File: src/rtl/hb_pkg.sv
// Types, constants and codes shared by the histogram builder modules.
package hb_pkg;

    localparam int MAX_SAMPLES = 1024;
    localparam int NBINS       = 64;

    localparam int ADDR_W   = $clog2(MAX_SAMPLES);
    localparam int TOT_W    = $clog2(MAX_SAMPLES + 1);
    localparam int BIN_AW   = $clog2(NBINS);
    localparam int CNT_W    = 7;

    localparam int DIV_W      = 40;
    localparam int DEN_W      = 32;
    localparam int DIV_STEP_W = $clog2(DIV_W);

    localparam int SQ_W      = (TOT_W + 33) / 2;
    localparam int SQ_IN_W   = 2 * SQ_W;
    localparam int SQ_STEP_W = $clog2(SQ_W);

    typedef enum logic [1:0] {
        STAT_OK,
        STAT_BOUNDS,
        STAT_INDEX,
        STAT_OVERFLOW
    } status_t;

    typedef enum logic [2:0] {
        REG_USE_LOW,
        REG_LOW_BOUND,
        REG_USE_HIGH,
        REG_HIGH_BOUND,
        REG_NORMALIZE,
        REG_WIDTH_MODE,
        REG_BIN_COUNT,
        REG_BIN_WIDTH
    } reg_index_t;

    typedef enum logic [3:0] {
        ST_LOAD,
        ST_CHECK,
        ST_CNT_DIV,
        ST_RD,
        ST_SAMP,
        ST_IDX_DIV,
        ST_BIN,
        ST_INC,
        ST_OUT_RD,
        ST_OUT_C,
        ST_CTR_DIV,
        ST_CTR,
        ST_SQ_WAIT,
        ST_SH_DIV,
        ST_SP_DIV,
        ST_EMIT
    } state_t;

    typedef struct packed {
        logic             start;
        logic [DIV_W-1:0] dividend;
        logic [DEN_W-1:0] divisor;
    } div_req_t;

    typedef struct packed {
        logic             done;
        logic [DIV_W-1:0] quotient;
    } div_rsp_t;

endpackage

File: src/rtl/hb_div.sv
// Restoring divider, one quotient bit per cycle.
module hb_div import hb_pkg::*;
(
    input  logic     clk,
    input  logic     rst_n,
    input  div_req_t req,
    output div_rsp_t rsp
);

    localparam logic [DIV_STEP_W-1:0] LAST_STEP = DIV_STEP_W'(DIV_W - 1);

    logic                  run_reg, run_next;
    logic                  done_reg, done_next;
    logic [DIV_STEP_W-1:0] step_reg, step_next;
    logic [DIV_W-1:0]      num_reg, num_next;
    logic [DEN_W-1:0]      den_reg, den_next;
    logic [DEN_W-1:0]      rem_reg, rem_next;

    logic [DEN_W:0] trial;
    logic [DEN_W:0] diff;
    logic           ge;

    always_comb
    begin
        trial     = {rem_reg, num_reg[DIV_W-1]};
        diff      = trial - {1'b0, den_reg};
        ge        = trial >= {1'b0, den_reg};
        run_next  = run_reg;
        done_next = 1'b0;
        step_next = step_reg;
        num_next  = num_reg;
        den_next  = den_reg;
        rem_next  = rem_reg;
        if (run_reg)
        begin
            rem_next  = ge ? diff[DEN_W-1:0] : trial[DEN_W-1:0];
            num_next  = {num_reg[DIV_W-2:0], ge};
            step_next = step_reg + 1'b1;
            if (step_reg == LAST_STEP)
            begin
                run_next  = 1'b0;
                done_next = 1'b1;
            end
        end
        else if (req.start)
        begin
            num_next  = req.dividend;
            den_next  = req.divisor;
            rem_next  = '0;
            step_next = '0;
            run_next  = 1'b1;
        end
    end

    always_ff @(posedge clk or negedge rst_n)
    begin
        if (!rst_n)
        begin
            run_reg  <= 1'b0;
            done_reg <= 1'b0;
            step_reg <= '0;
        end
        else
        begin
            run_reg  <= run_next;
            done_reg <= done_next;
            step_reg <= step_next;
        end
    end

    always_ff @(posedge clk)
    begin
        num_reg <= num_next;
        den_reg <= den_next;
        rem_reg <= rem_next;
    end

    assign rsp.done     = done_reg;
    assign rsp.quotient = num_reg;

endmodule

File: config.mk
export PLATFORM = sky130hd
export DESIGN_NAME = hb_div
export DESIGN_NICKNAME = d
export VERILOG_FILES = /design/src/rtl/hb_pkg.sv /design/src/rtl/hb_div.sv
export SDC_FILE = /design/constraint.sdc
export NUM_CORES = 1
export LEC_CHECK = 0
export BUFFER_PORTS_ARGS = -buffer_cell sky130_fd_sc_hd__buf_4
export CAP_MARGIN = 20
export CORE_ASPECT_RATIO = 1.25
export CORE_MARGIN = 10
export CORE_UTILIZATION = 55
export DETAILED_ROUTE_END_ITERATION = 12
export GPL_TIMING_DRIVEN = 0
export HOLD_SLACK_MARGIN = 0.05
export PLACE_DENSITY = 0.84
export SYNTH_ARGS = -nofsm -noshare
export SYNTH_HDL_FRONTEND = slang
export SYNTH_SLANG_ARGS = --single-unit
File: constraint.sdc
create_clock -name clk -period 3.35 [get_ports clk]
set_input_delay 0.1675 -clock clk [delete_from_list [all_inputs] [get_ports clk]]
set_output_delay 0.1675 -clock clk [all_outputs]
set_load 0.05 [all_outputs]
* After elaboration in Yosys (flattened, before gate mapping)
Index checks and enable logic that the tools add are counted.
** Operators by class
- $add $sub $neg :: 2
- Magnitude comparators :: 1
- Equal/unequal tests :: 1
- Muxes and demuxes :: 12
- Bitwise operators :: 1
- Reduce and logical (&&, ||, !) cells :: 2
** Operator list (number)
- 2-to-1 mux 32 bit :: 3
- 2-to-1 mux 40 bit :: 2
- >= comparator 33 x 32 -> 1 bit :: 1
- subtractor 32 bit :: 1
- 2-to-1 mux 6 bit :: 2
- adder 6 x 1 -> 6 bit (second input constant) :: 1
- == test 6 bit (second input constant) :: 1
- 2-to-1 mux 1 bit :: 5
- AND reduction 2 bit :: 1
- nonzero test 2 bit :: 1
- NOT 1 bit :: 1
** Storage, ports and cells
- Bits in registers :: 112
- Input port bits :: 75
- Output and inout bits :: 41

* Logic depth before layout (Yosys ltp)
Gate-level depths: netlist of run 1.
- Depth in word-level cells :: 3
- Depth in mapped cells :: 13
- Mapped depth without buffers :: 12

* Worst setup path after synthesis of run 1
OpenSTA, ideal clock, no wires.
- Path type :: register to register
- Start :: reg num_reg[39]
- End :: reg rem_reg[25] (data pin)
- Setup time :: 0.266 ns
- Arrival :: 2.631 ns
- Data required time :: 3.084 ns
- Slack :: 0.453 ns
- Stages on the path, launching flop included :: 13
- Path buffers :: 2
- Clock period less this slack :: 2.897 ns
- Cell sequence :: edfxtp_1 inv_1 ha_1 nand2b_1 a211o_1 a31o_1 a21o_1 o21ai_2 a311oi_4 buf_6 buf_6 a21oi_1 nor2_1
** Between the ends
- Cells in the longest elaborated chain, start to end :: 3
- Elaborated cells between the ends (all ways) :: 4
** RTL lines
- start, declared :: line hb_div.sv:15 : logic [DIV_W-1:0] num_reg, num_next;
- start signal, assigned :: line hb_div.sv:73 : num_reg <= num_next;
- subtractor 32 bit or >= comparator 33 x 32 -> 1 bit (tied branches) :: line hb_div.sv:26, hb_div.sv:27
- 2-to-1 mux 32 bit (*) :: line hb_div.sv:36 : rem_next = ge ? diff[DEN_W-1:0] : trial[DEN_W-1:0];
- 2-to-1 mux 32 bit (*) :: line hb_div.sv:34 : if (run_reg)
- end signal, assigned :: line hb_div.sv:75 : rem_reg <= rem_next;
- end, declared :: line hb_div.sv:17 : logic [DEN_W-1:0] rem_reg, rem_next;
Every way passes the cells marked *; elsewhere a longest branch is shown, timed or not.
A chain may end at the register's enable or synchronous reset.

* Worst setup path in the final report of run 1
- Start :: reg rem_reg[9]
- End :: reg rem_reg[23] (data pin)
** Between the ends
- Cells in the longest elaborated chain, start to end :: 3
- Elaborated cells between the ends (all ways) :: 4
** RTL lines (line)
- subtractor 32 bit or >= comparator 33 x 32 -> 1 bit (tied branches) :: hb_div.sv:26, hb_div.sv:27
- 2-to-1 mux 32 bit (*) :: hb_div.sv:36
- 2-to-1 mux 32 bit (*) :: hb_div.sv:34
Marked as above.

==> reports/metrics.yaml, run 1 <==
run_status:
  outcome: "finished, final reports clean"
placed_design:
  io_buffers: 115
  dp_hpwl_um: 12080
  placed_area_um2: 7513
  gp_congestion: 0.9254
  place_inst: 832
  dp_slack_ns: 0.09541
floorplan:
  die_y_um: 141.1
  die_area_um2: 16480
  io_pins: 116
  core_um2: 11560
  initial_core_util_pct: 55.77
  die_w_um: 116.8
  rows: 44
setup_path:
  crit_buf_inv: 1
  startpoint: "rem_reg[9]$_SDFFCE_PN0P_"
  endpoint_kind: "register"
  cp-start-kind: "register"
  crit_chain: "ha_1 > a21oi_1 > o21ai_0 > nor3_1 > a21o_1 > o21ai_2 > a311oi_4 > buf_6 > mux2i_1 > nor2_1"
  slowest_stage: "a311oi_4"
  slowest_delay_ns: 0.47
  cp_max_fo: 10
  worstPathRequired_ns: 3.44
  critPathKind: "register to register"
  r2r_start: "rem_reg[9]$_SDFFCE_PN0P_"
  crit_arrival_ns: 3.29
  worst_path_dominant_cell_family: "compound AO/OA/AOI/OAI gates"
final_layout:
  final_cell_area_um2: 8177
  nets: 850
  largest_reg_flops: 40
  finalNonFillerCells: 884
  antenna_cells: 0
  mostFrequentLayoutCell: "buf_4"
  layout_common_cells: "buf_4, edfxtp_1, nor2_1, a21oi_1, mux2_2"
  final_util_pct: 70.73
  drive_gt1_share_pct: 25.34
  syn_to_final_growth_pct: 26.82
yosys:
  ys_top_cells_by_area: "edfxtp_1, mux2_2, ha_1, nor2_1, a21oi_1"
  syn_inst: 578
  synth.cell_area_um2: 6447
  syn-num-nets: 687
  yosysSeqAreaShare_pct: 51.54
  synth_ff_type: "edfxtp_1"
  synth_top_area_share_pct: 48.44
  synth_warnings: 0
  yosysUniqueCellTypes: 53
  synth-edff-count: 104
  synth.largest_area_cell: "edfxtp_1"
  synth_area_per_cell_um2: 11.15
  synthArstFlopShare_pct: 7.143
  ys_seq_elements: 112
routing:
  wire_per_inst_um: 18.55
  dr.pass1.iters: 4
  routed-via-count: 5105
  via_per_inst: 5.775
  drt_iter0_markers: 226
  drc: 0
  ant_nets: 0
  wl_um: 16400
clock_tree:
  clock_latency_ns: 0.36
  cts_max_level: 3
  clock-root-buffer: "clkbuf_16"
  clk_pin_slew_ns: 0.08
  cts_num_sinks: 112
  cts_buffers: 9
  cts_buffer_depth: 2
  cts_tree: "done"
timing:
  period_needed_ns: 3.201
  finalCritPeriodShare_pct: 95.55
  report.final.slew_viol_count: 0
  timing.fmax_mhz: 312.4
  max_slew_margin_pct: 38.82
  final_hold_viol_count: 0
  hold_slack_ns: 0.1058
  worstMarginPinSlew_ns: 0.9177
  tns_ns: 0
  layout_setup_ws_ns: 0.1490
  setup_viol: 0
  skew_ns: 0.01011
power:
  power.switching_mw: 3.923
  clkPwrFrac_pct: 12.7
  combinationalPowerShare_pct: 57.1
  pwr-share-seq_pct: 30.2
  p_int_mw: 4.892
  power.leakage_nw: 3.507
  total_power_mw: 8.815
  vdd_drop_max_mv: 0.8671
  swShare_pct: 44.50
  p_per_area_nw_per_um2: 1078
grt:
  grt_pass1_wl_um: 26520
  grt_use_met2_pct: 34.68
  use_met1_pct: 22.05
  first_global_vias: 5489
  grt_max_degree: 73
  track_usage_pct: 20.19
  antenna_found_initial: 0
  grt_overflow: 0
  grt-busiest-layer: "met2"
  met3_usage_pct: 7.261
worst_hold_path:
  hp-class: "primary input to register"
  holdCritStartpoint: "req[63]"
job:
  max-cap-violations: 0
[timing repair]
action | CTS | global route
hold buffers | 34 | 0
resized for setup | 0 | 1
setup endpoints to repair | 0 | 16
setup buffers | 0 | 2
hold endpoints to repair | 41 | 0
[metal layers]
layer  vias to the layer above  share of wire (%)
met5                         -                  0
met4                         0                2.5
met3                        33                8.0
met2                       179                 51
met1                      2434                 38
li1                       2459                  -
[cell usage after synthesis (all sizes together), types with 13 or more instances]
| cell | instances |
|---|---|
| a21o | 19 |
| a21oi | 42 |
| clkbuf | 14 |
| edfxtp | 104 |
| ha | 33 |
| inv | 39 |
| mux2 | 39 |
| nand2 | 30 |
| nor2 | 64 |
| o21ai | 26 |
| xnor2 | 13 |
[final timing paths]
path	to	slack, ns	cells past startpoint
min in group asynchronous	step_reg[5]$_DFFE_PN0P_	0.18	2
hold / removal	num_reg[31]$_DFFE_PP_	0.11	2
setup reg to reg	rem_reg[23]$_SDFFCE_PN0P_	0.15	10
max in group asynchronous	run_reg$_DFF_PN0_	3.04	2
setup / recovery	rem_reg[23]$_SDFFCE_PN0P_	0.15	10
hold reg to reg	step_reg[5]$_DFFE_PN0P_	0.51	1
[power by group through the flow]
stage | combinational, mW | sequential, mW | clock [mW]
after floorplan | 2.80 | 3.48 | 0
after global placement | 4.76 | 2.64 | 0
after detailed placement | 4.90 | 2.67 | 0
after CTS | 4.97 | 2.66 | 1.14
after global routing | 5.45 | 2.73 | 1.17
final | 5.03 | 2.67 | 1.12
[cell families after synthesis]
group | Yosys count | synth area share [%]
XOR/XNOR | 24 | 3.260
AO/OA/AOI/OAI | 137 | 14.01
adder cells (fa/ha/maj) | 34 | 6.715
buffers and inverters | 64 | 4.347
AND/OR/NAND/NOR | 159 | 11.92
multiplexers | 48 | 8.209
flip-flops | 112 | 51.54
[layout make-up]
cell class	instances	area, um2
Tap cell	138	172.7
Clock inverter	7	80.08
Timing Repair Buffer	152	1246
Sequential cell	112	3323
Inverter	40	152.6
Clock buffer	9	225.2
Fill cell	806	3385
Buffer	24	132.6
Multi-Input combinational cell	402	2844
Power figures use the tool's default switching activity.
==> inputs of run 2 (changes only) <==
--- a/config.mk
+++ b/config.mk
@@ -5,15 +5,17 @@
 export SDC_FILE = /design/constraint.sdc
 export NUM_CORES = 1
 export LEC_CHECK = 0
-export BUFFER_PORTS_ARGS = -buffer_cell sky130_fd_sc_hd__buf_4
+export BUFFER_PORTS_ARGS = -buffer_cell sky130_fd_sc_hd__buf_2
 export CAP_MARGIN = 20
 export CORE_ASPECT_RATIO = 1.25
 export CORE_MARGIN = 10
 export CORE_UTILIZATION = 55
+export CTS_BUF_LIST = sky130_fd_sc_hd__clkbuf_8 sky130_fd_sc_hd__clkbuf_16
 export DETAILED_ROUTE_END_ITERATION = 12
 export GPL_TIMING_DRIVEN = 0
 export HOLD_SLACK_MARGIN = 0.05
 export PLACE_DENSITY = 0.84
+export SETUP_SLACK_MARGIN = 0.15
 export SYNTH_ARGS = -nofsm -noshare
 export SYNTH_HDL_FRONTEND = slang
 export SYNTH_SLANG_ARGS = --single-unit
==> reports/metrics.yaml, run 2 (synthesized netlist as in run 1, its figures left out) <==
floorplan:
  die_w_um: 116.8
  die_y_um: 141.1
  die_area_um2: 16480
  rows: 44
  core_um2: 11560
  io_pins: 116
  initial_core_util_pct: 55.77
power:
  pwr-share-seq_pct: 29.7
  combinationalPowerShare_pct: 57.1
  vdd_drop_max_mv: 0.7570
  power.switching_mw: 3.974
  p_per_area_nw_per_um2: 1113
  clkPwrFrac_pct: 13.2
  swShare_pct: 44.55
  p_int_mw: 4.946
  power.leakage_nw: 3.469
final_layout:
  final_util_pct: 69.31
  syn_to_final_growth_pct: 24.28
  multiInputGateArea_um2: 2879
  antenna_cells: 0
  final_cell_area_um2: 8013
  nets: 858
  layout_common_cells: "buf_2, edfxtp_1, nor2_1, a21oi_1, inv_1"
  nFillCells: 828
  finalNonFillerCells: 892
  mostFrequentLayoutCell: "buf_2"
  drive_gt1_share_pct: 26.79
  largest_reg_flops: 40
  seq_area_um2: 3323
placed_design:
  io_buffers: 115
  dp_slack_ns: 0.1149
  gp_congestion: 0.9863
  place_inst: 832
  placed_area_um2: 7226
  dp_hpwl_um: 11980
clock_tree:
  cts_buffer_depth: 2
  clock-root-buffer: "clkbuf_16"
  clock_latency_ns: 0.36
  cts_num_sinks: 112
  cts_buffers: 9
  cts_tree: "done"
  clk_pin_slew_ns: 0.07
  cts_max_level: 3
setup_path:
  cp-start-kind: "register"
  worst_path_most_repeated_cell: "buf_4"
  slowest_stage: "edfxtp_1"
  crit_arrival_ns: 3.30
  slowest_delay_ns: 0.42
  ff2ff_path_depth: 12
  r2r_end: "rem_reg[27]$_SDFFCE_PN0P_"
  reg2reg_slack_ns: 0.26
  cp_max_fo: 6
  worstSetupPathDepth: 12
  startpoint: "den_reg[1]$_DFFE_PP_"
  crit_chain: "inv_1 > ha_1 > nand2b_1 > a211o_1 > a31o_1 > a21o_1 > o21ai_4 > a311oi_4 > buf_4 > buf_4 > or3b_1 > a21oi_1"
  endpoint_kind: "register"
  r2r_start: "den_reg[1]$_DFFE_PP_"
  critPathKind: "register to register"
  worst_path_dominant_cell_family: "compound AO/OA/AOI/OAI gates"
  crit_end: "rem_reg[27]$_SDFFCE_PN0P_"
  crit_buf_inv: 3
  worstPathRequired_ns: 3.55
routing:
  wl_um: 16900
  via_per_inst: 5.765
  dr.pass1.iters: 5
  routed-via-count: 5142
  drc: 0
  wire_per_inst_um: 18.95
  ant_nets: 0
  drt_iter0_markers: 280
timing:
  period_needed_ns: 3.093
  max_slew_margin_pct: 38.35
  final_hold_viol_count: 0
  report.final.slew_viol_count: 0
  finalCritPeriodShare_pct: 92.32
  rsz0062_at_grt: "false"
  layout_setup_ws_ns: 0.2574
  setup_viol: 0
  worstMarginPinSlew_ns: 0.9247
  tns_ns: 0
  timing.fmax_mhz: 323.4
  skew_ns: 0.008622
grt:
  grt_pass1_wl_um: 26970
  grt_max_degree: 73
  antenna_found_initial: 0
  track_usage_pct: 20.63
  grt_overflow: 0
  first_global_vias: 5517
job:
  max-cap-violations: 0
worst_hold_path:
  hp-class: "primary input to register"
run_status:
  outcome: "finished, final reports clean"
-- run 2: changes by cell type in the layout (fill, tap and decap cells not counted), moves of 2 or more --
cell	change
buf_4	-107
clkinvlp_4	-2
buf_2	+115
ha_2	+2
ha_1	-3
inv_8	-2
inv_1	+2
-- run 2: worst min-delay path by stage --
| stage | start | endpoint | slack, ns | depth (start not counted) |
|---|---|---|---|---|
| after CTS | req[72] | step_reg[1]$_DFFE_PN0P_ | 0.07 | 2 |
| after global placement | rst_n | step_reg[2]$_DFFE_PN0P_ | 0.01 | 1 |
| final | req[72] | step_reg[1]$_DFFE_PN0P_ | 0.07 | 2 |
| after floorplan | rst_n | done_reg$_DFF_PN0_ | -0.13 | 0 |
| after detailed placement | rst_n | step_reg[1]$_DFFE_PN0P_ | 0.02 | 1 |
| after global routing | req[72] | step_reg[1]$_DFFE_PN0P_ | 0.10 | 2 |
-- run 2: metal layers --
metal  vias to the layer above  global-route usage [%]  part of all wire, %
li1                       2463                       -                    -
met1                      2432                   22.76                   37
met2                       208                   35.36                   52
met3                        39                   6.667                  8.2
met4                         0                   8.540                  2.9
met5                         -                       0                    0
-- run 2: cell type report --
type                    count  share of cell area (%)
inverters                  40                   1.905
repair buffers            160                   12.84
flip-flops and latches    112                   41.47
clock buffers              10                   2.983
well taps                 138                   2.155
plain buffers              24                   1.655
clock inverters             6                   1.062
multi-input cells         402                   35.93
-- run 2: worst register-to-register path, stage by stage (launching register included) --
cell and delay [ns]:
edfxtp_1 0.42, inv_1 0.07, ha_1 0.30, nand2b_1 0.07, a211o_1 0.30, a31o_1 0.24, a21o_1 0.27, o21ai_4 0.26
a311oi_4 0.18, buf_4 0.17, buf_4 0.13, or3b_1 0.37, a21oi_1 0.16
-- run 2: repair_timing --
action / 4_1_cts / 5_1_grt
setup buffers: 2 / 9
pin swaps: 1 / 2
hold buffers: 33 / 0
endpoints found under the setup margin: 12 / 29
resized for setup: 0 / 8
endpoints found under the hold margin: 40 / 0
-- run 2: power by group through the flow --
stage	clock [mW]	sequential, mW	combinational, mW
2_1_floorplan	0	3.48	2.80
3_3_place_gp	0	2.62	4.57
3_5_place_dp	0	2.66	4.74
4_1_cts	1.19	2.64	4.86
5_1_grt	1.24	2.72	5.50
6_report	1.18	2.65	5.09
-- run 2: per-stage QoR --
step	power (mW)	hold WS (ns)
global route	9.459	0.1040
finish	8.920	0.06617
global placement	7.195	0.01097
detailed placement	7.401	0.01586
floorplan	6.279	-0.1281
CTS	8.689	0.06584
