`src/rtl/hb_pkg.sv`:
```
// Types, constants and codes shared by the histogram builder modules.
package hb_pkg;

    localparam int MAX_SAMPLES = 1024;
    localparam int NBINS       = 64;

    localparam int ADDR_W   = $clog2(MAX_SAMPLES);
    localparam int TOT_W    = $clog2(MAX_SAMPLES + 1);
    localparam int BIN_AW   = $clog2(NBINS);
    localparam int CNT_W    = 7;

    localparam int DIV_W      = 40;
    localparam int DEN_W      = 32;
    localparam int DIV_STEP_W = $clog2(DIV_W);

    localparam int SQ_W      = (TOT_W + 33) / 2;
    localparam int SQ_IN_W   = 2 * SQ_W;
    localparam int SQ_STEP_W = $clog2(SQ_W);

    typedef enum logic [1:0] {
        STAT_OK,
        STAT_BOUNDS,
        STAT_INDEX,
        STAT_OVERFLOW
    } status_t;

    typedef enum logic [2:0] {
        REG_USE_LOW,
        REG_LOW_BOUND,
        REG_USE_HIGH,
        REG_HIGH_BOUND,
        REG_NORMALIZE,
        REG_WIDTH_MODE,
        REG_BIN_COUNT,
        REG_BIN_WIDTH
    } reg_index_t;

    typedef enum logic [3:0] {
        ST_LOAD,
        ST_CHECK,
        ST_CNT_DIV,
        ST_RD,
        ST_SAMP,
        ST_IDX_DIV,
        ST_BIN,
        ST_INC,
        ST_OUT_RD,
        ST_OUT_C,
        ST_CTR_DIV,
        ST_CTR,
        ST_SQ_WAIT,
        ST_SH_DIV,
        ST_SP_DIV,
        ST_EMIT
    } state_t;

    typedef struct packed {
        logic             start;
        logic [DIV_W-1:0] dividend;
        logic [DEN_W-1:0] divisor;
    } div_req_t;

    typedef struct packed {
        logic             done;
        logic [DIV_W-1:0] quotient;
    } div_rsp_t;

endpackage

```
`src/rtl/hb_sqrt.sv`:
```
// Digit-by-digit square root of a count shifted up by 32 bits.
module hb_sqrt import hb_pkg::*;
(
    input  logic             clk,
    input  logic             rst_n,
    input  logic             start,
    input  logic [TOT_W-1:0] value,
    output logic             idle,
    output logic [SQ_W-1:0]  root
);

    localparam logic [SQ_STEP_W-1:0] LAST_STEP = SQ_STEP_W'(SQ_W - 1);

    logic                 run_reg, run_next;
    logic [SQ_STEP_W-1:0] step_reg, step_next;
    logic [SQ_IN_W-1:0]   op_reg, op_next;
    logic [SQ_W:0]        rem_reg, rem_next;
    logic [SQ_W-1:0]      root_reg, root_next;

    logic [SQ_W+2:0] rem_sh;
    logic [SQ_W+2:0] trial;
    logic [SQ_W+2:0] diff;
    logic            ge;

    always_comb
    begin
        rem_sh    = {rem_reg, op_reg[SQ_IN_W-1 -: 2]};
        trial     = {1'b0, root_reg, 2'b01};
        diff      = rem_sh - trial;
        ge        = rem_sh >= trial;
        run_next  = run_reg;
        step_next = step_reg;
        op_next   = op_reg;
        rem_next  = rem_reg;
        root_next = root_reg;
        if (run_reg)
        begin
            rem_next  = ge ? diff[SQ_W:0] : rem_sh[SQ_W:0];
            root_next = {root_reg[SQ_W-2:0], ge};
            op_next   = {op_reg[SQ_IN_W-3:0], 2'b00};
            step_next = step_reg + 1'b1;
            if (step_reg == LAST_STEP)
            begin
                run_next = 1'b0;
            end
        end
        else if (start)
        begin
            op_next   = SQ_IN_W'({value, 32'h0});
            rem_next  = '0;
            root_next = '0;
            step_next = '0;
            run_next  = 1'b1;
        end
    end

    always_ff @(posedge clk or negedge rst_n)
    begin
        if (!rst_n)
        begin
            run_reg  <= 1'b0;
            step_reg <= '0;
        end
        else
        begin
            run_reg  <= run_next;
            step_reg <= step_next;
        end
    end

    always_ff @(posedge clk)
    begin
        op_reg   <= op_next;
        rem_reg  <= rem_next;
        root_reg <= root_next;
    end

    assign idle = !run_reg;
    assign root = root_reg;

endmodule

```
`config.mk`:
```
export PLATFORM = sky130hd
export DESIGN_NAME = hb_sqrt
export DESIGN_NICKNAME = d
export VERILOG_FILES = /design/src/rtl/hb_pkg.sv /design/src/rtl/hb_sqrt.sv
export SDC_FILE = /design/constraint.sdc
export NUM_CORES = 1
export LEC_CHECK = 0
export BUFFER_PORTS_ARGS = -buffer_cell sky130_fd_sc_hd__buf_2
export CORE_MARGIN = 4
export CORE_UTILIZATION = 54
export CTS_CLUSTER_SIZE = 12
export DETAILED_ROUTE_END_ITERATION = 16
export PLACE_DENSITY = 0.81
export REMOVE_ABC_BUFFERS = 1
export SETUP_SLACK_MARGIN = 0.2
export SKIP_CTS_REPAIR_TIMING = 1
export SLEW_MARGIN = 0
export SYNTH_ARGS = -nofsm -noshare
export SYNTH_HDL_FRONTEND = slang
export SYNTH_SLANG_ARGS = --single-unit
export TNS_END_PERCENT = 50
```
`constraint.sdc`:
```
create_clock -name clk -period 2.59 [get_ports clk]
set_input_delay 0.259 -clock clk [delete_from_list [all_inputs] [get_ports clk]]
set_output_delay 0.259 -clock clk [all_outputs]
set_load 0.005 [all_outputs]
```
**Word-level counts from Yosys, hierarchy flattened**

Index checks and enable logic that the tools add are counted.

- Bits in registers: 63
- Output and inout bits: 23
- Word-level logic and storage cells: 24

- Add/subtract/negate cells: 2
- Order comparisons: 1
- Eq/ne operators: 1
- Muxes and demuxes: 12
- Reduce and logical (&&, ||, !) cells: 2

Operators by type and width:

| kind | count |
|---|---|
| 44-bit 2-to-1 mux | 2 |
| 23-bit 2-to-1 mux | 3 |
| 22-bit 2-to-1 mux | 2 |
| 25-bit by 24-bit >= comparator with 1-bit output | 1 |
| 23-bit subtractor | 1 |
| 5-bit 2-to-1 mux | 2 |
| 5-bit by 1-bit adder with 5-bit output (second input constant) | 1 |
| 5-bit == test (second input constant) | 1 |
| 1-bit 2-to-1 mux | 3 |
| 2-bit nonzero test | 1 |
| 1-bit logical NOT | 1 |

**Depth between registers and ports, before layout**

Gate-level depths: netlist (run 1).

- Depth after elaboration: 3
- Gate-level depth with buffers: 13
- Gate-level depth less buffers: 10

**Worst setup path after synthesis (run 1)**

No wires, ideal clock.

- Path type: register -> register
- Start: register root_reg[2] (netlist: root[2])
- End: register rem_reg[19], data pin
- Arrival time: 2.180 ns
- Required time: 2.315 ns
- Path slack: 0.135 ns
- Stages on the path, launching flop included: 11
- Path buffers: 0
- Cells stage by stage: edfxtp_1 inv_1 ha_1 nand2_2 o31ai_4 o2111ai_2 nand2_1 a31oi_1 or4_1 nand4_1 a21oi_2

- Longest elaborated chain between the ends: 3
- Elaborated cells between the ends (all ways): 4
- Those cells by class: add/sub (1); order compare (1); mux (2)

RTL lines:

| what | line | source |
|---|---|---|
| start: declaration | hb_sqrt.sv:18 | `logic [SQ_W-1:0] root_reg, root_next;` |
| start signal: assignment | hb_sqrt.sv:75 | `root_reg <= root_next;` |
| 23-bit subtractor or 25-bit by 24-bit >= comparator with 1-bit output (tied branches) | hb_sqrt.sv:29, hb_sqrt.sv:30 |  |
| 23-bit 2-to-1 mux (*) | hb_sqrt.sv:38 | `rem_next = ge ? diff[SQ_W:0] : rem_sh[SQ_W:0];` |
| 23-bit 2-to-1 mux (*) | hb_sqrt.sv:36 | `if (run_reg)` |
| end signal: assignment | hb_sqrt.sv:74 | `rem_reg <= rem_next;` |
| end: declaration | hb_sqrt.sv:17 | `logic [SQ_W:0] rem_reg, rem_next;` |

Every way passes the cells marked *; elsewhere a longest branch is shown, timed or not.
A chain may end at the register's enable or synchronous reset.

**Final worst setup path (run 1)**

- Start: register rem_reg[20]
- End: register rem_reg[4], data pin

- Longest elaborated chain between the ends: 3

RTL lines:

| what | line | source |
|---|---|---|
| 25-bit by 24-bit >= comparator with 1-bit output | hb_sqrt.sv:30 | `ge = rem_sh >= trial;` |
| 23-bit 2-to-1 mux | hb_sqrt.sv:38 |  |
| 23-bit 2-to-1 mux | hb_sqrt.sv:36 |  |

No other way between the ends.

==> run metrics, run 1 <==
outcome finished clean; Arr. time, crit path ~2.8 ns; Die W approximately 93 um; Clock transition at path regs roughly 0.080 ns; CTS Root Cell clkbuf_8; DRC violations left 0; clock latency on the worst-skew pair between 0.3 and 0.4 ns; I/O Buffers 36; synthesized cell area 3890 sq um; Fin. Hold Viols 0; RSZ-0062 raised after global routing true; Final ANT Viol Nets 0; GRT Total Usage a little over a fifth; GPL Wtd Cong 0.953; core area roughly 6900 sq um; Crit path required time approximately 2.8 ns; die height between 90 and 100 um; CTS buffer count 9; routed wire length per instance 17.1 um; Final Max Tran Viols 0; asr flop ratio synth about a tenth; Worst setup EP type register; initial antenna violation count 0; fin nets between 400 and 500; H-tree Lvls 3; utilization after layout between 70 and 80%; Clock Path Buffers 2; length of the first detailed-routing pass in iterations 4; Gate Count Post-Synth between 300 and 400; number of global-route vias before repair ~3.1k; max FFs per register 23; most frequent cells in the layout edfxtp_1 (57), nor2_1 (41), nand2_1 (41); smallest setup slack after layout between 0.005 and 0.006 ns; Worst R2R Path Depth 9; critical path type register to register; Rows 30; Startpoint Class register; Syn-to-layout area delta 24.7%; relative slew slack between 60% and 70%; design area between 4000 and 5000 sq um; ys flop type edfxtp_1; Yosys cell types 55; dpl ws -0.0738 ns; DR vias between 3k and 4k; grt total ovfl 0; Fin Setup TNS 0 ns; commonest non-fill, non-tap cell in the layout edfxtp_1; worst slew pin tran 0.475 ns; Sink Count 63; # IOs 37; f_max 0.387 GHz; Post-synth EDFFs 57; Hold Path Class input port to register; Avg Vias per Cell 5.77; placed cell areas 4370 sq um; Iteration-0 DRC Markers about 260; fillcell total 530; Worst Path Max Fanout 5; largest net degree at the start of global routing 51; Seq/Total Area, Yosys about 48%; share of cells above drive strength 1 roughly a third; CTS tree yes; Synth Register Bits 63; global-route wire length before repair ~15 mm; die area between 8000 and 9000 sq um; max_cap viols 0; post-layout minimum cycle time around 2.6 ns; Mapped Avg Cell Area 10.1 sq um; period utilization 99.8%; Routed WL about 9.6 mm; Synth Warn # 0; skew final around 0.0083 ns; Min-Delay Path Depth 2; ant diodes 0; Detailed Place HPWL roughly 6.4 mm; Initial Util between 50% and 60%; setup violators final 0
[cell type report]
class                   instances  area, sq um  area share (%)
flip-flops and latches         63         1860            38.4
multi-input cells             276         2000            41.2
repair buffers                 78          572            11.8
clock inverters                 6         61.3            1.26
well taps                      96          120            2.48
clock buffers                  10          128            2.63
inverters                      30          113            2.32
[cell usage after synthesis (2+ instances only)]
master,number,area [sq um]
buf_6,2,22.5
edfxtp_1,57,1710
o31ai_1,2,15.0
a211oi_1,4,30.0
nor2_1,43,161
o21ai_1,4,20.0
o21a_1,4,30.0
o211ai_1,2,15.0
a21oi_2,10,87.6
ha_1,26,325
xor2_1,5,43.8
nand2_1,44,165
o21ai_0,15,75.1
a21o_1,6,45.0
a31oi_1,4,25.0
xnor2_1,12,105
nand4_1,2,12.5
or3_1,3,18.8
buf_1,2,7.51
and3_1,4,25.0
o22ai_1,2,12.5
buf_4,2,15.0
nor3_1,2,10.0
clkbuf_1,11,41.3
mux2_2,9,101
inv_1,29,109
o2111ai_1,2,17.5
o21bai_1,3,22.5
a211o_1,3,26.3
nand3b_1,2,15.0
a21oi_1,23,115
a41oi_1,2,17.5
o21ai_2,2,17.5
nor2b_1,7,43.8
nand3_1,11,55.1
dfrtp_1,6,150
[cell families (layout without fill, tap and decap cells)]
kind of cell | count (synthesis) | after routing | share of synthesized area [%]
DFF | 63 | 63 | 47.9
muxes | 9 | 9 | 2.61
xor gates and xnor gates | 17 | 17 | 3.83
adders and majority gates | 26 | 26 | 8.36
and+or+nand+nor | 124 | 124 | 14.2
buffers and inverters | 47 | 124 | 5.11
AOI/OAI and AO/OA | 100 | 100 | 18.1
[worst max-delay path: stages, from the launching register on]
cell	delay, ns
edfxtp_1	0.45
ha_1	0.36
a21o_1	0.20
a211o_1	0.33
a31oi_1	0.33
o21a_2	0.29
buf_6	0.13
clkbuf_16	0.13
nand2_1	0.07
a21oi_2	0.16
[stage by stage]
stage	instances	hold WS (ns)
6_report	559	0.131
5_1_grt	559	0.125
4_1_cts	548	-0.293
3_5_place_dp	532	0.0918
3_3_place_gp	532	0.0903
2_1_floorplan	369	-0.0366
[routing by layer]
layer,vias up,global-route usage (%),share of wire [%]
met4,0,8.30,2.0
met2,123,35.5,49
met5,-,0,0
li1,1537,-,-
met3,21,5.36,5.6
met1,1542,27.7,43
[path summary, 6_finish.rpt]
kind / startpoint / endpoint / slack, ns
min in group asynchronous: rst_n / run_reg$_DFF_PN0_ / 0.25
max in group asynchronous: rst_n / step_reg[2]$_DFFE_PN0P_ / 2.20
worst max-delay path: rem_reg[20]$_SDFFCE_PN0P_ / rem_reg[4]$_SDFFCE_PN0P_ / 0.006
worst min register to register: step_reg[2]$_DFFE_PN0P_ / step_reg[2]$_DFFE_PN0P_ / 0.54
worst max register to register: rem_reg[20]$_SDFFCE_PN0P_ / rem_reg[4]$_SDFFCE_PN0P_ / 0.006
worst min-delay path: start / step_reg[1]$_DFFE_PN0P_ / 0.13
Power of run 1 is left out: the tool's default activity adds up to more than one toggle a clock period on the data nets, which glitch-free logic cannot reach.
==> inputs of run 2 (changes only) <==
--- a/config.mk
+++ b/config.mk
@@ -7,10 +7,10 @@
 export LEC_CHECK = 0
 export BUFFER_PORTS_ARGS = -buffer_cell sky130_fd_sc_hd__buf_2
 export CORE_MARGIN = 4
-export CORE_UTILIZATION = 54
+export CORE_UTILIZATION = 50
 export CTS_CLUSTER_SIZE = 12
 export DETAILED_ROUTE_END_ITERATION = 16
-export PLACE_DENSITY = 0.81
+export PLACE_DENSITY = 0.76
 export REMOVE_ABC_BUFFERS = 1
 export SETUP_SLACK_MARGIN = 0.2
 export SKIP_CTS_REPAIR_TIMING = 1
==> run metrics, run 2 (synthesis gave the netlist of run 1 again) <==
Startpoint Class register; outcome finished clean; die area 9260 sq um; commonest non-fill, non-tap cell in the layout edfxtp_1; Rows 31; clock latency on the worst-skew pair about 0.35 ns; routed wire length per instance between 15 and 20 um; Fin Setup TNS 0 ns; number of global-route vias before repair 3040; Crit path required time between 2 and 3 ns; # IOs 37; initial antenna violation count 0; I/O Buffers 36; max_cap viols 0; critical path type register to register; RSZ-0062 raised after global routing true; length of the first detailed-routing pass in iterations 4; GRT Total Usage between 10% and 20%; CTS buffer count 9; share of cells above drive strength 1 between 30% and 40%; DR vias 3069; relative slew slack about three fifths; DRC violations left 0; Worst setup EP type register; most frequent cells in the layout edfxtp_1 (57), nand2_1 (41), nor2_1 (38); Worst Path Max Fanout 6; Iteration-0 DRC Markers 216; Final ANT Viol Nets 0; Detailed Place HPWL between 5 and 6 mm; Fin. Hold Viols 0; Syn-to-layout area delta 21.7%; CTS tree yes; worst slew pin tran about 0.6 ns; global-route wire length before repair between 10 and 15 mm; H-tree Lvls 3; post-layout minimum cycle time roughly 2.6 ns; die height a little under 100 um; Routed WL 8.52 mm; Avg Vias per Cell about 5.6; f_max roughly 0.39 GHz; grt total ovfl 0; Initial Util 52.5%; fin nets just under 500; Hold Path Class input port to register; ant diodes 0; Arr. time, crit path ~2.8 ns; Clock Path Buffers 2; period utilization 99.6%; core area about 7400 sq um; GPL Wtd Cong ~0.91; Final Max Tran Viols 0; Die W ~96 um; max FFs per register 23; Sink Count 63; skew final 0.0148 ns; setup violators final 0; utilization after layout between 60 and 70%; CTS Root Cell clkbuf_8; largest net degree at the start of global routing 54; Clock transition at path regs approximately 0.080 ns
-- run 2: changes by cell type in the layout (fill, tap and decap cells not counted), moves of 2 or more --
cell      previous run  this run
buf_4               32        24
nor2_2               0         4
a21oi_1             18        21
a21oi_2             14        11
nand2_2              4         1
nand2_4              0         3
nor2_1              41        38
buf_12               3         1
clkinv_2             3         1
ha_1                21        19
ha_4                 4         6
-- run 2: final timing paths --
check                           slack, ns                startpoint  cells after the start                  endpoint
min in group asynchronous            0.26                     rst_n                      2         run_reg$_DFF_PN0_
worst min register to register       0.54   step_reg[0]$_DFFE_PN0P_                      1   step_reg[0]$_DFFE_PN0P_
max in group asynchronous            2.19                     rst_n                      2   step_reg[3]$_DFFE_PN0P_
worst max register to register      0.009  rem_reg[0]$_SDFFCE_PN0P_                     11  rem_reg[1]$_SDFFCE_PN0P_
worst min-delay path                 0.13                     start                      2   step_reg[1]$_DFFE_PN0P_
worst max-delay path                0.009  rem_reg[0]$_SDFFCE_PN0P_                     11  rem_reg[1]$_SDFFCE_PN0P_
-- run 2: metrics by stage --
step / instance area, sq um / hold slack (ns) / cells / setup slack (ns)
finish: 4730 / 0.126 / 552 / 0.00927
CTS: 4460 / -0.295 / 542 / -0.0740
global placement: 4290 / 0.0887 / 526 / 0.0493
detailed placement: 4290 / 0.0876 / 526 / -0.0370
floorplan: 3800 / -0.0366 / 369 / -0.0878
global route: 4730 / 0.126 / 552 / -0.120
-- run 2: critical path: stages (launching register included) --
cell and delay, ns:
edfxtp_1 0.45, ha_4 0.32, nor2_4 0.04, o31ai_4 0.27, o2111ai_2 0.19, o21ai_2 0.24, a221oi_2 0.11, buf_4 0.17
o21ai_4 0.21, buf_4 0.19, nor2_1 0.04, a211oi_1 0.20
-- run 2: metal layers --
| metal | global-route usage, % | part of all wire (%) | wire length (um) | up-vias |
|---|---|---|---|---|
| met5 | 0 | 0 | 0 | - |
| met4 | 7.46 | 1.9 | 162 | 0 |
| met3 | 5.16 | 6.3 | 538 | 16 |
| met2 | 31.7 | 48 | 4090 | 102 |
| met1 | 24.7 | 44 | 3740 | 1434 |
| li1 | - | - | - | 1517 |
-- run 2: cell type report --
cell class / count / area, sq um
inverters: 30 / 113
clock buffers: 10 / 128
multi-input cells: 276 / 2010
well taps: 99 / 124
fillers: 621 / 2670
clock inverters: 6 / 46.3
repair buffers: 68 / 448
flip-flops and latches: 63 / 1860
Power of run 2 is left out for the same reason.
==> inputs of run 3 (changes only) <==
--- a/config.mk
+++ b/config.mk
@@ -5,12 +5,14 @@
 export SDC_FILE = /design/constraint.sdc
 export NUM_CORES = 1
 export LEC_CHECK = 0
+export ABC_AREA = 1
 export BUFFER_PORTS_ARGS = -buffer_cell sky130_fd_sc_hd__buf_2
 export CORE_MARGIN = 4
 export CORE_UTILIZATION = 50
+export CTS_CLUSTER_DIAMETER = 30
 export CTS_CLUSTER_SIZE = 12
 export DETAILED_ROUTE_END_ITERATION = 16
-export PLACE_DENSITY = 0.76
+export PLACE_DENSITY = 0.75
 export REMOVE_ABC_BUFFERS = 1
 export SETUP_SLACK_MARGIN = 0.2
 export SKIP_CTS_REPAIR_TIMING = 1
==> run metrics, run 3 <==
outcome finished clean; Min-Delay Path Depth 3; r2r startpoint rem_reg[6]$_SDFFCE_PN0P_; Worst Hold Path EP op_reg[39]$_DFFE_PP_; Final Max Tran Viols 0; die height approximately 100 um; Gate Count Post-Synth between 600 and 700; worst hold start value[7]; Iteration-0 DRC Markers around 270; ys flop type edfxtp_1; Detailed Place HPWL slightly below 8 mm; CTS buffer count 9; H-tree Lvls 3; Seq/Total Area, Yosys roughly two fifths; Arr. time, crit path approximately 2.4 ns; period utilization roughly 87%; Post-synth EDFFs 57; GRT Total Usage between 20% and 30%; routed wire length per instance 13.1 um; # IOs 37; Synth Warn # 0; Clock transition at path regs 0.08 ns; Clock Path Buffers 2; skew final approximately 0.0071 ns; largest net degree at the start of global routing 40; r2r endpoint rem_reg[12]$_SDFFCE_PN0P_; share of cells above drive strength 1 between 10 and 15%; r2r setup slk between 0.3 and 0.4 ns; relative slew slack between 60 and 70%; list of most frequent post-synthesis cells nand2_1 (230), inv_1 (131), edfxtp_1 (57), nor2_1 (57), ha_1 (26); Mapped Avg Cell Area 7.23 sq um; Startpoint Class register; leading area contributor after synthesis edfxtp_1; grt total ovfl 0; f_max 0.446 GHz; ant diodes 0; DR vias 3968; most frequent cells in the layout nand2_1 (230), inv_1 (130), edfxtp_1 (57); placed cell areas between 4000 and 5000 sq um; Crit path required time ~2.7 ns; fillcell total around 840; fin nets between 700 and 800; DRC violations left 0; setup violators final 0; length of the first detailed-routing pass in iterations 11; Fin. Hold Viols 0; Hold Path Class input port to register; commonest non-fill, non-tap cell in the layout nand2_1; post-layout minimum cycle time between 2 and 2.5 ns; area of the multi-input gates roughly 2200 sq um; critical path type register to register; CTS Root Cell clkbuf_8; asr flop ratio synth a little under a tenth; I/O Buffers 36; Final ANT Viol Nets 0; Worst setup EP type register; initial antenna violation count 0; Die W approximately 100 um; most common cell in the netlist nand2_1; CTS tree yes; top-area cell type share of the netlist area 37.0%; design area between 5000 and 6000 sq um; worst slew pin tran roughly 0.45 ns; number of global-route vias before repair slightly below 4k; synth top area cells edfxtp_1 (37%), nand2_1 (19%), inv_1 (11%); Yosys cell types 35; Synth Register Bits 63; max_cap viols 0; Rows 34; Worst R2R Path Depth 10; Sink Count 63; GPL Wtd Cong between 1 and 1.5; synthesized cell area between 4000 and 5000 sq um; core area between 8000 and 9000 sq um; global-route wire length before repair about 18 mm; RSZ-0062 raised after global routing false; Initial Util between 50 and 60%; Routed WL around 10 mm; clock latency on the worst-skew pair approximately 0.35 ns; Avg Vias per Cell approximately 5; die area about 11000 sq um; Syn-to-layout area delta 11.3%; Worst Path Max Fanout 14; storage element area 1860 sq um; max FFs per register 23
## run 3: changes by cell type after synthesis, sizes merged, moves of 9 or more
cell    delta
nand2    +196
nand3b    +13
mux2       -9
xnor2     -11
nand3     +15
a21oi     -21
o21ai     -14
nor2      +29
inv      +106
## run 3: per-stage QoR
stage               cells  utilization [%]  setup WS (ns)  hold slack (ns)  setup TNS (ns)
floorplan             627                -         -0.438          -0.0366          -25.30
global placement      777             55.5          0.327           0.0860               0
detailed placement    777             55.5          0.336           0.0864               0
CTS                   793             57.7          0.302           -0.297               0
global route          794             58.1          0.217            0.174               0
finish                794             58.1          0.347            0.169               0
## run 3: metal layers
metal / vias up / global-route usage (%) / wire [um]
met2: 127 / 33.2 / 4760
met5: - / 0 / 0
li1: 2038 / - / -
met4: 0 / 7.12 / 219
met3: 19 / 3.66 / 668
met1: 1784 / 26.2 / 4770
## run 3: layout make-up
cell class	count	area share, %
Clock inverter	6	0.925
Multi-Input combinational cell	429	42.7
Tap cell	108	2.63
Sequential cell	63	36.2
Clock buffer	10	2.90
Inverter	135	9.90
Timing Repair Buffer	43	4.72
## run 3: worst max path at each step
stage,startpoint,endpoint,slack (ns),cells after the start
global placement,root[6]$_SDFFCE_PN0P_,rem_reg[11]$_SDFFCE_PN0P_,0.33,13
global route,root[6]$_SDFFCE_PN0P_,rem_reg[12]$_SDFFCE_PN0P_,0.22,11
floorplan,run_reg$_DFF_PN0_,op_reg[32]$_SDFFCE_PP0P_,-0.44,2
finish,rem_reg[6]$_SDFFCE_PN0P_,rem_reg[12]$_SDFFCE_PN0P_,0.35,10
detailed placement,rem_reg[6]$_SDFFCE_PN0P_,rem_reg[3]$_SDFFCE_PN0P_,0.34,10
CTS,rem_reg[6]$_SDFFCE_PN0P_,rem_reg[12]$_SDFFCE_PN0P_,0.30,10
## run 3: cells by family (layout without fill, tap and decap cells)
| kind of cell | Yosys count | count (layout) | share of synthesized area, % |
|---|---|---|---|
| AND/OR/NAND/NOR | 367 | 367 | 34.9 |
| buffers and inverters | 147 | 194 | 12.7 |
| flip-flops | 63 | 63 | 40.3 |
| adder cells (fa/ha/maj) | 26 | 26 | 7.04 |
| AO/OA/AOI/OAI | 24 | 24 | 2.87 |
| XOR/XNOR | 12 | 12 | 2.27 |
## run 3: worst max-delay path: stages (launching register included)
cell      delay [ns]
edfxtp_1        0.41
ha_2            0.40
nand2_2         0.12
nor2_4          0.19
nand3_1         0.14
nand3_2         0.16
nand3b_4        0.13
nand2_8         0.15
inv_4           0.12
nor2_1          0.12
nor2_1          0.06
Power of run 3 is left out for the same reason.
